### src/tesf_pkg.sv
// Package for the terminal escape sequence filter: payload types, states and byte codes.
package tesf_pkg;

  // Byte codes that the parser recognizes.
  localparam logic [7:0] CH_BEL       = 8'h07;
  localparam logic [7:0] CH_TAB       = 8'h09;
  localparam logic [7:0] CH_LF        = 8'h0A;
  localparam logic [7:0] CH_CR        = 8'h0D;
  localparam logic [7:0] CH_ESC       = 8'h1B;
  localparam logic [7:0] CH_SPACE     = 8'h20;
  localparam logic [7:0] CH_LBRACKET  = 8'h5B;
  localparam logic [7:0] CH_RBRACKET  = 8'h5D;
  localparam logic [7:0] CH_BACKSLASH = 8'h5C;
  localparam logic [7:0] CH_LPAREN    = 8'h28;
  localparam logic [7:0] CH_RPAREN    = 8'h29;
  localparam logic [7:0] CH_DIGIT0    = 8'h30;
  localparam logic [7:0] CH_DIGIT9    = 8'h39;
  localparam logic [7:0] CH_SEMI      = 8'h3B;
  localparam logic [7:0] CH_QUESTION  = 8'h3F;
  localparam logic [7:0] CH_BANG      = 8'h21;
  localparam logic [7:0] CH_EQUAL     = 8'h3D;
  localparam logic [7:0] CH_GREATER   = 8'h3E;
  localparam logic [7:0] CH_LESS      = 8'h3C;

  // Input request: one raw byte and the end-of-string flag.
  typedef struct packed {
    logic [7:0] in_byte;
    logic       end_of_string;
  } in_t;

  // Result request: the byte, its keep flag and the last flag.
  typedef struct packed {
    logic [7:0] out_byte;
    logic       keep;
    logic       out_last;
  } out_t;

  // Parser states, one-hot.
  typedef enum logic [6:0] {
    ST_GROUND  = 7'b0000001,
    ST_ESC     = 7'b0000010,
    ST_CSI     = 7'b0000100,
    ST_OSC     = 7'b0001000,
    ST_OSC_ESC = 7'b0010000,
    ST_CHARSET = 7'b0100000,
    ST_DIGITS  = 7'b1000000
  } state_t;

endpackage

### src/terminal_escape_sequence_filter_unit.sv
// Top level of the terminal escape sequence filter.
//
// Usage: bytes of a terminal stream enter on the in_ channel (valid/ready),
// each with a flag marking the last byte of its string. For every input
// request exactly one result request leaves on the out_ channel: the same
// byte, a keep flag (0 for bytes of ANSI escape/control sequences and for
// control bytes other than tab, newline and carriage return) and a copy of
// the last flag. After a byte flagged as last, the parser returns to ground.
// An accepted input waits in the input register and moves on to the result
// register, where its result is offered, once that register frees.
// Throughput: one byte per cycle while the receiver does not stall, set by
// the parser state update between the input register and the result register.
// Reset (rst_n low, synchronous) empties both registers and puts the parser
// in ground. When the receiver stalls, the result holds and at most one more
// input is still taken into the input register before in_ready falls.
module terminal_escape_sequence_filter_unit (
  input  logic           clk,
  input  logic           rst_n,
  input  logic           in_valid,
  output logic           in_ready,
  input  tesf_pkg::in_t  in_data,
  output logic           out_valid,
  input  logic           out_ready,
  output tesf_pkg::out_t out_data
);

  tesf_pkg::in_t    in_r;
  logic             in_valid_r;
  tesf_pkg::out_t   out_r;
  logic             out_valid_r;
  tesf_pkg::state_t state_r;
  tesf_pkg::state_t state_nxt;
  logic             keep_nxt;
  logic             advance;
  logic             xfer;
  logic [7:0]       c;
  logic             is_digit;
  logic             is_param;
  logic             is_ctrl_drop;

  // Handshake: the result register frees when empty or taken, the input
  // register when empty or moving on.
  assign advance   = !out_valid_r || out_ready;
  assign xfer      = in_valid_r && advance;
  assign in_ready  = !in_valid_r || advance;
  assign out_valid = out_valid_r;
  assign out_data  = out_r;

  // Byte classes.
  assign c        = in_r.in_byte;
  assign is_digit = (c >= tesf_pkg::CH_DIGIT0) && (c <= tesf_pkg::CH_DIGIT9);
  assign is_param = is_digit || (c == tesf_pkg::CH_SEMI) || (c == tesf_pkg::CH_QUESTION) ||
                    (c == tesf_pkg::CH_BANG) || (c == tesf_pkg::CH_EQUAL) ||
                    (c == tesf_pkg::CH_GREATER) || (c == tesf_pkg::CH_LESS);
  assign is_ctrl_drop = (c < tesf_pkg::CH_SPACE) && (c != tesf_pkg::CH_TAB) &&
                        (c != tesf_pkg::CH_LF) && (c != tesf_pkg::CH_CR);

  // Parser next state and keep decision.
  always_comb begin
    state_nxt = tesf_pkg::ST_GROUND;
    keep_nxt  = 1'b0;
    case (state_r)
      tesf_pkg::ST_ESC: begin
        if (c == tesf_pkg::CH_LBRACKET) begin
          state_nxt = tesf_pkg::ST_CSI;
        end else if (c == tesf_pkg::CH_RBRACKET) begin
          state_nxt = tesf_pkg::ST_OSC;
        end else if ((c == tesf_pkg::CH_LPAREN) || (c == tesf_pkg::CH_RPAREN)) begin
          state_nxt = tesf_pkg::ST_CHARSET;
        end else if (is_digit) begin
          state_nxt = tesf_pkg::ST_DIGITS;
        end
      end
      tesf_pkg::ST_CSI: begin
        if (is_param) begin
          state_nxt = tesf_pkg::ST_CSI;
        end
      end
      tesf_pkg::ST_OSC, tesf_pkg::ST_OSC_ESC: begin
        if ((state_r == tesf_pkg::ST_OSC_ESC) && (c == tesf_pkg::CH_BACKSLASH)) begin
          state_nxt = tesf_pkg::ST_GROUND;
        end else if (c == tesf_pkg::CH_BEL) begin
          state_nxt = tesf_pkg::ST_GROUND;
        end else if (c == tesf_pkg::CH_ESC) begin
          state_nxt = tesf_pkg::ST_OSC_ESC;
        end else begin
          state_nxt = tesf_pkg::ST_OSC;
        end
      end
      tesf_pkg::ST_CHARSET: begin
        state_nxt = tesf_pkg::ST_GROUND;
      end
      tesf_pkg::ST_DIGITS: begin
        if (is_digit) begin
          state_nxt = tesf_pkg::ST_DIGITS;
        end else if (c == tesf_pkg::CH_ESC) begin
          state_nxt = tesf_pkg::ST_ESC;
        end else begin
          keep_nxt = !is_ctrl_drop;
        end
      end
      default: begin
        // Ground handling.
        if (c == tesf_pkg::CH_ESC) begin
          state_nxt = tesf_pkg::ST_ESC;
        end else begin
          keep_nxt = !is_ctrl_drop;
        end
      end
    endcase
  end

  // Control registers.
  always_ff @(posedge clk) begin
    if (!rst_n) begin
      in_valid_r  <= 1'b0;
      out_valid_r <= 1'b0;
      state_r     <= tesf_pkg::ST_GROUND;
    end else begin
      if (in_ready) begin
        in_valid_r <= in_valid;
      end
      if (advance) begin
        out_valid_r <= in_valid_r;
      end
      if (xfer) begin
        state_r <= in_r.end_of_string ? tesf_pkg::ST_GROUND : state_nxt;
      end
    end
  end

  // Payload registers.
  always_ff @(posedge clk) begin
    if (in_ready && in_valid) begin
      in_r <= in_data;
    end
    if (xfer) begin
      out_r.out_byte <= in_r.in_byte;
      out_r.keep     <= keep_nxt;
      out_r.out_last <= in_r.end_of_string;
    end
  end

`ifndef SYNTHESIS
  // The last byte of a string always sends the parser back to ground.
  a_last_ground: assert property (@(posedge clk) disable iff (!rst_n)
    (xfer && in_r.end_of_string) |=> (state_r == tesf_pkg::ST_GROUND))
    else $error("parser not in ground after last byte");

  // An escape byte is never kept.
  a_esc_dropped: assert property (@(posedge clk) disable iff (!rst_n)
    (out_valid_r && out_r.keep) |-> (out_r.out_byte != tesf_pkg::CH_ESC))
    else $error("escape byte kept");

  // Only tab, newline and carriage return survive among control bytes.
  a_ctrl_kept: assert property (@(posedge clk) disable iff (!rst_n)
    (out_valid_r && out_r.keep && (out_r.out_byte < tesf_pkg::CH_SPACE)) |->
    ((out_r.out_byte == tesf_pkg::CH_TAB) || (out_r.out_byte == tesf_pkg::CH_LF) ||
     (out_r.out_byte == tesf_pkg::CH_CR)))
    else $error("control byte kept");

  // A stalled result does not move the parser or the result register.
  a_stall_hold: assert property (@(posedge clk) disable iff (!rst_n)
    (out_valid_r && !out_ready) |=> ($stable(state_r) && $stable(out_r)))
    else $error("state moved during stall");
`endif

endmodule
### config.mk
export PLATFORM = sky130hd
export DESIGN_NAME = terminal_escape_sequence_filter_unit
export DESIGN_NICKNAME = d
export VERILOG_FILES = /design/src/tesf_pkg.sv /design/src/terminal_escape_sequence_filter_unit.sv
export SDC_FILE = /design/constraint.sdc
export NUM_CORES = 1
export LEC_CHECK = 0
export ABC_AREA = 0
export BUFFER_PORTS_ARGS = -buffer_cell sky130_fd_sc_hd__buf_2
export CORE_MARGIN = 2
export CORE_UTILIZATION = 51
export CTS_BUF_LIST = sky130_fd_sc_hd__clkbuf_4 sky130_fd_sc_hd__clkbuf_8
export CTS_CLUSTER_SIZE = 40
export DETAILED_ROUTE_END_ITERATION = 10
export PLACE_DENSITY = 0.77
export SLEW_MARGIN = 10
export SYNTH_ARGS = -nofsm -noshare
export SYNTH_HDL_FRONTEND = slang
export SYNTH_SLANG_ARGS = --single-unit
### constraint.sdc
create_clock -name clk -period 1.67 [get_ports clk]
set_input_delay 0.167 -clock clk [delete_from_list [all_inputs] [get_ports clk]]
set_output_delay 0.167 -clock clk [all_outputs]
set_load 0.03 [all_outputs]
# --- After elaboration in Yosys (flattened, before gate mapping) ---
# Index checks and enable logic that the tools add are counted.
classes:
  reduce_logical: 21
  mux: 15
  eq_ne: 22
  n_lt_le_gt_ge: 3
ops:
  columns: ["op", "count"]
  rows:
  - ["$eq 8x6->1 const B", 8]
  - ["$mux 7", 6]
  - ["$pmux 7 s5", 1]
  - ["$eq 8x7->1 const B", 3]
  - ["$ne 8x4->1 const B", 3]
  - ["$mux 5", 3]
  - ["$logic_or 1x1->1", 9]
  - ["$eq 8x3->1 const B", 1]
  - ["$eq 8x5->1 const B", 1]
  - ["$ge 8x6->1 const B", 1]
  - ["$le 8x6->1 const B", 1]
  - ["$lt 8x6->1 const B", 1]
  - ["$eq 7x2->1 const B", 1]
  - ["$eq 7x3->1 const B", 1]
  - ["$eq 7x4->1 const B", 1]
  - ["$eq 7x5->1 const B", 1]
  - ["$eq 7x6->1 const B", 1]
  - ["$eq 7x7->1 const B", 1]
  - ["$logic_and 1x1->1", 7]
  - ["$reduce_or 5->1", 1]
  - ["$logic_not 1->1", 3]
  - ["$mux 3", 1]
  - ["$mux 1", 2]
  - ["$mux 2", 1]
  - ["2 further kinds", 2]
totals:
  register_bits: 28
  elab_cells: 69
  inputBits: 13
  out_inout_bits: 12

# --- Longest topological paths before layout ---
logic_depth:
  ltp_word: 11
  mapped_depth: 7

# --- Worst setup path after synthesis ---
# Ideal clock, no wire load.
synth_timing:
  path_type: "flip-flop to flip-flop"
  startpoint: "reg out_valid_r, in the netlist out_valid"
  endpoint: "reg state_r[1]"
  path_buffers: 1
  path_stages_with_launch: 8
  synth_period_minus_slack_ps: 1762
  setup_ps: 115
  path_slack_ps: -92
  required_time_ps: 1555
  arrival_ps: 1647
  cell_sequence: "dfxtp_1 > nor2b_1 > nand2b_1 > clkbuf_1 > inv_1 > nand2_1 > o21ai_0 > and2_1"
synth_via:
  elab_chain_len: 3
synth_rtl:
  columns: ["element", "line_no", "source"]
  rows:
  - ["start: declaration", "terminal_escape_sequence_filter_unit.sv:30", "logic out_valid_r;"]
  - ["start signal: assignment", "terminal_escape_sequence_filter_unit.sv:124", "out_valid_r <= in_valid_r;"]
  - ["$logic_not 1->1", "terminal_escape_sequence_filter_unit.sv:43", "assign advance = !out_valid_r || out_ready;"]
  - ["$logic_or 1x1->1", "terminal_escape_sequence_filter_unit.sv:43", null]
  - ["$logic_and 1x1->1", "terminal_escape_sequence_filter_unit.sv:44", "assign xfer = in_valid_r && advance;"]
  - ["named net xfer", "terminal_escape_sequence_filter_unit.sv:35", "logic xfer;"]
  - ["end signal: assignment", "terminal_escape_sequence_filter_unit.sv:118", "state_r <= tesf_pkg::ST_GROUND;"]
  - ["end signal: assignment", "terminal_escape_sequence_filter_unit.sv:127", "state_r <= in_r.end_of_string ? tesf_pkg::ST_GROUND : state_nxt;"]
  - ["end: declaration", "terminal_escape_sequence_filter_unit.sv:31", "tesf_pkg::state_t state_r;"]
# The timed path passes the listed nets, and every way through them passes these cells.
# A chain may end at the register's enable or synchronous reset.

# --- Final worst setup path ---
layout_timing:
  startpoint: "reg state_r[1]"
  endpoint: "reg state_r[6]"
layout_via:
  elab_chain_len: 4
  word_cells_on_any_way: 9
  cone_classes: "eq/ne: 6; mux: 2; reduce/logical: 1"
layout_rtl:
  columns: ["element", "line_no", "source"]
  rows:
  - ["$eq 7x5->1 or $eq 7x4->1 (tied branches)", "terminal_escape_sequence_filter_unit.sv:62, terminal_escape_sequence_filter_unit.sv:80", null]
  - ["$reduce_or 2->1", "terminal_escape_sequence_filter_unit.sv:62", "case (state_r)"]
  - ["$pmux 7 s5 (*)", "terminal_escape_sequence_filter_unit.sv:62", null]
  - ["$mux 7 (*)", "terminal_escape_sequence_filter_unit.sv:127", null]
# Mark *: on every way between the ends. The rest lies on a longest branch, timed or not.

==> summary.md <==
| Metric | Value |
|---|---|
| Max-slew headroom | `75.3%` |
| DRT antenna net count | `0` |
| Avg Inst Size Synth | `10.5 um^2` |
| Fin cells | `224` |
| Top cell type by total area after synthesis | `edfxtp_1` |
| Final net count | `208` |
| Status | `finished, violations left` |
| DP HPWL | `2450 um` |
| Share of synthesized registers carrying an async set or reset | `0%` |
| Clk_lat worst skew | `340 ps` |
| Share of post-route cells with drive strength above 1 | `39.7%` |
| RSZ-0062 raised after global routing | `yes` |
| Initial DRC count | `49` |
| Vias in the first global route | `1305` |
| Hold path start | `in_valid` |
| H-tree depth | `1` |
| Synth Area in Simple Gates | `27.3%` |
| Hold worst-path end | `in_valid_r` |
| CTS Buf Count | `3` |
| Final Hold Vio Count | `0` |
| Clock sinks | `28` |
| Commonest cells after routing, fill and taps aside | `buf_4 (30), buf_2 (24), edfxtp_1 (19)` |
| Leakage | `0.781 nW` |
| Register bit count reported by yosys | `28` |
| Worst Setup End Kind | `register` |
| CTS tree | `yes` |
| Max Cap Viol | `0` |
| Seq/Total Area, Yosys | `55.0%` |
| Avg WL per Cell | `16.2 um` |
| DIE WIDTH | `55.7 um` |
| Reg-to-reg endpoint | `state_r[6]` |
| Core area | `0.00250 mm^2` |
| Required @ worst endpoint | `1960 ps` |
| Vias/cell | `5.84` |
| Arrival @ worst endpoint | `2020 ps` |
| Placement Setup Slack | `-102 ps` |
| Filler Cell Count | `157` |
| Slowest cell on the critical path | `dfxtp_1` |
| Synth Area in Adders | `0%` |
| Yosys warnings | `0` |
| Final Max Tran Viols | `0` |
| Setup ws final | `-54.3 ps` |
| GRT Overall Usage | `23.6%` |
| Rows | `18` |
| Initial Utilization | `54.6%` |
| CTS Buffer Depth | `2` |
| Total gr overflow | `0` |
| Buf/Inv on CP | `0` |
| Ys flop type | `edfxtp_1` |
| Initial antenna violation count | `0` |
| I/O pins | `25` |
| First-pass GRT wire length | `5660 um` |
| Final worst-path cycle share | `103%` |
| Final Core Density | `76.7%` |
| Synth Area in Compound Gates | `13.7%` |
| Min Tclk post-route | `1720 ps` |
| Largest family of logic cells by synthesized area | `simple AND/OR/NAND/NOR gates` |
| Violated checks | `negative setup slack` |
| Post-synth EDFFs | `19` |
| PD cells | `660 mW/mm^2` |
| Worst r2r path cells | `6` |
| PortBufs | `24` |
| Syn-to-layout area delta | `40.4%` |
| Critical path's largest stage delay | `480 ps` |
| Largest net degree at the start of global routing | `16` |
| Crit-path leading delay family | `compound AO/OA/AOI/OAI gates` |
| Worst-path cell chain | `xor2_1 -> o211a_1 -> a21oi_1 -> or3_4 -> a211o_1 -> a21boi_2` |
| Worst r2r src | `state_r[1]` |
| CP Depth | `6` |
| Total power | `1.26 mW` |
| CTS root buffer | `clkbuf_4` |
| Syn nets | `143` |
| Dpl cells | `208` |
| Die height | `55.7 um` |
| Fin area | `0.00192 mm^2` |
| Most common cell after layout, fill and taps aside | `buf_4` |
| Routed vias | `1309` |
| Clock slew seen by the registers of the worst setup and hold paths | `150 ps` |
| Share of the synthesized area in the top cell type | `41.8%` |
| Multiplexer share of the synthesized area | `0.825%` |
| Dpl cell area | `0.00171 mm^2` |
| Netlist cell types | `39` |
| Final WL | `3630 um` |
| Synth Area in XOR/XNOR | `1.28%` |
| Max VDD drop | `0.651 mV` |
| DRT Pass-1 Iters | `4` |
| Hold Crit Class | `in2reg` |
| Max Freq | `580 MHz` |
| Post-Syn Instances | `130` |
| Crit Path Class | `reg2reg` |
| Min-Delay Path Depth | `3` |
| # DRC | `0` |
| Reg2reg setup slack | `-50 ps` |
| ANT cells | `0` |
| Crit Path Max Fanout | `4` |
| Startpoint Class | `register` |
| Final setup vio count | `3` |
| Tightest Pin Transition | `368 ps` |
| RePlAce Congestion | `0.969` |
| Mapped Area | `0.00137 mm^2` |
| Clock skew | `2.18 ps` |
| Top post-synthesis cells by area | `edfxtp_1 (42%), dfxtp_1 (13%), nor2b_1 (4.6%), a21oi_1 (2.9%), and2_1 (2.7%)` |
| Die ar. | `0.00311 mm^2` |
report_power, final:
part	switching [mW]	internal [mW]
Sequential	0.0218	0.769
Combinational	0.0853	0.0746
Clock	0.203	0.110
synth_stat cells (all sizes together), types with 2 or more instances:
| master | n |
|---|---|
| nand2 | 10 |
| nor4 | 4 |
| nor2 | 10 |
| clkbuf | 2 |
| dfxtp | 9 |
| and2 | 6 |
| a21boi | 3 |
| and3 | 2 |
| o21a | 2 |
| nor3 | 4 |
| nor3b | 3 |
| a21oi | 8 |
| o21ai | 8 |
| a31oi | 2 |
| nand3 | 7 |
| inv | 3 |
| edfxtp | 19 |
| nand2b | 2 |
| xor2 | 2 |
| nor2b | 10 |
cell families (layout without fill, tap and decap cells):
| group | after synthesis | after routing |
|---|---|---|
| xor+xnor | 2 | 2 |
| flops | 28 | 28 |
| buf+inv | 6 | 70 |
| mux | 1 | 1 |
| compound gates | 29 | 29 |
| simple gates | 64 | 64 |
per-layer routing:
| layer | vias up | wire length [um] | GRT usage [%] |
|---|---|---|---|
| met5 | - | 0 | 0 |
| met4 | 0 | 184 | 15.7 |
| met3 | 21 | 196 | 3.49 |
| met2 | 60 | 1850 | 40.0 |
| met1 | 617 | 1410 | 27.5 |
| li1 | 611 | - | - |
cell type report:
type	instances	area, um^2	area share (%)
multi-input cells	96	643	33.6
clock buffers	4	30.0	1.57
repair buffers	63	435	22.7
well taps	30	37.5	1.96
flip-flops and latches	28	759	39.6
inverters	3	11.3	0.587
through the flow:
stage | TNS, ps | hold WS (ps)
6_report | -73.1 | 81.2
5_1_grt | -692 | 118
4_1_cts | -123 | 9.58
3_5_place_dp | -172 | 345
3_3_place_gp | -11.8 | 343
2_1_floorplan | 0 | 266
flip-flops by register name, summed over array words and instances (netlist names):
name and flops:
c 8, in_r 1, state_r 7, out_valid 1, in_valid_r 1, out_data 10
worst min-delay path: cells and delay by family:
kind | cells | cell delay [ps]
compound gates | 1 | 40
simple gates | 1 | 100
buf+inv | 1 | 90
worst max path at each step:
stage / slack [ps] / from / end
3_3_place_gp: -10 / state_r[0] / state_r[6]
6_report: -50 / state_r[1] / state_r[6]
5_1_grt: -130 / state_r[1] / state_r[6]
3_5_place_dp: -100 / state_r[0] / state_r[6]
4_1_cts: -60 / state_r[4] / state_r[6]
2_1_floorplan: 6 / state_r[0] / state_r[6]
what timing repair did:
item                                   CTS  global route
setup endpoints to repair                6             7
pin swaps                                5             3
hold buffers                             8             1
gates resized for setup                  8             7
endpoints found under the hold margin    8             1
setup buffers                            1             2
(Power assumes the default switching activity.)
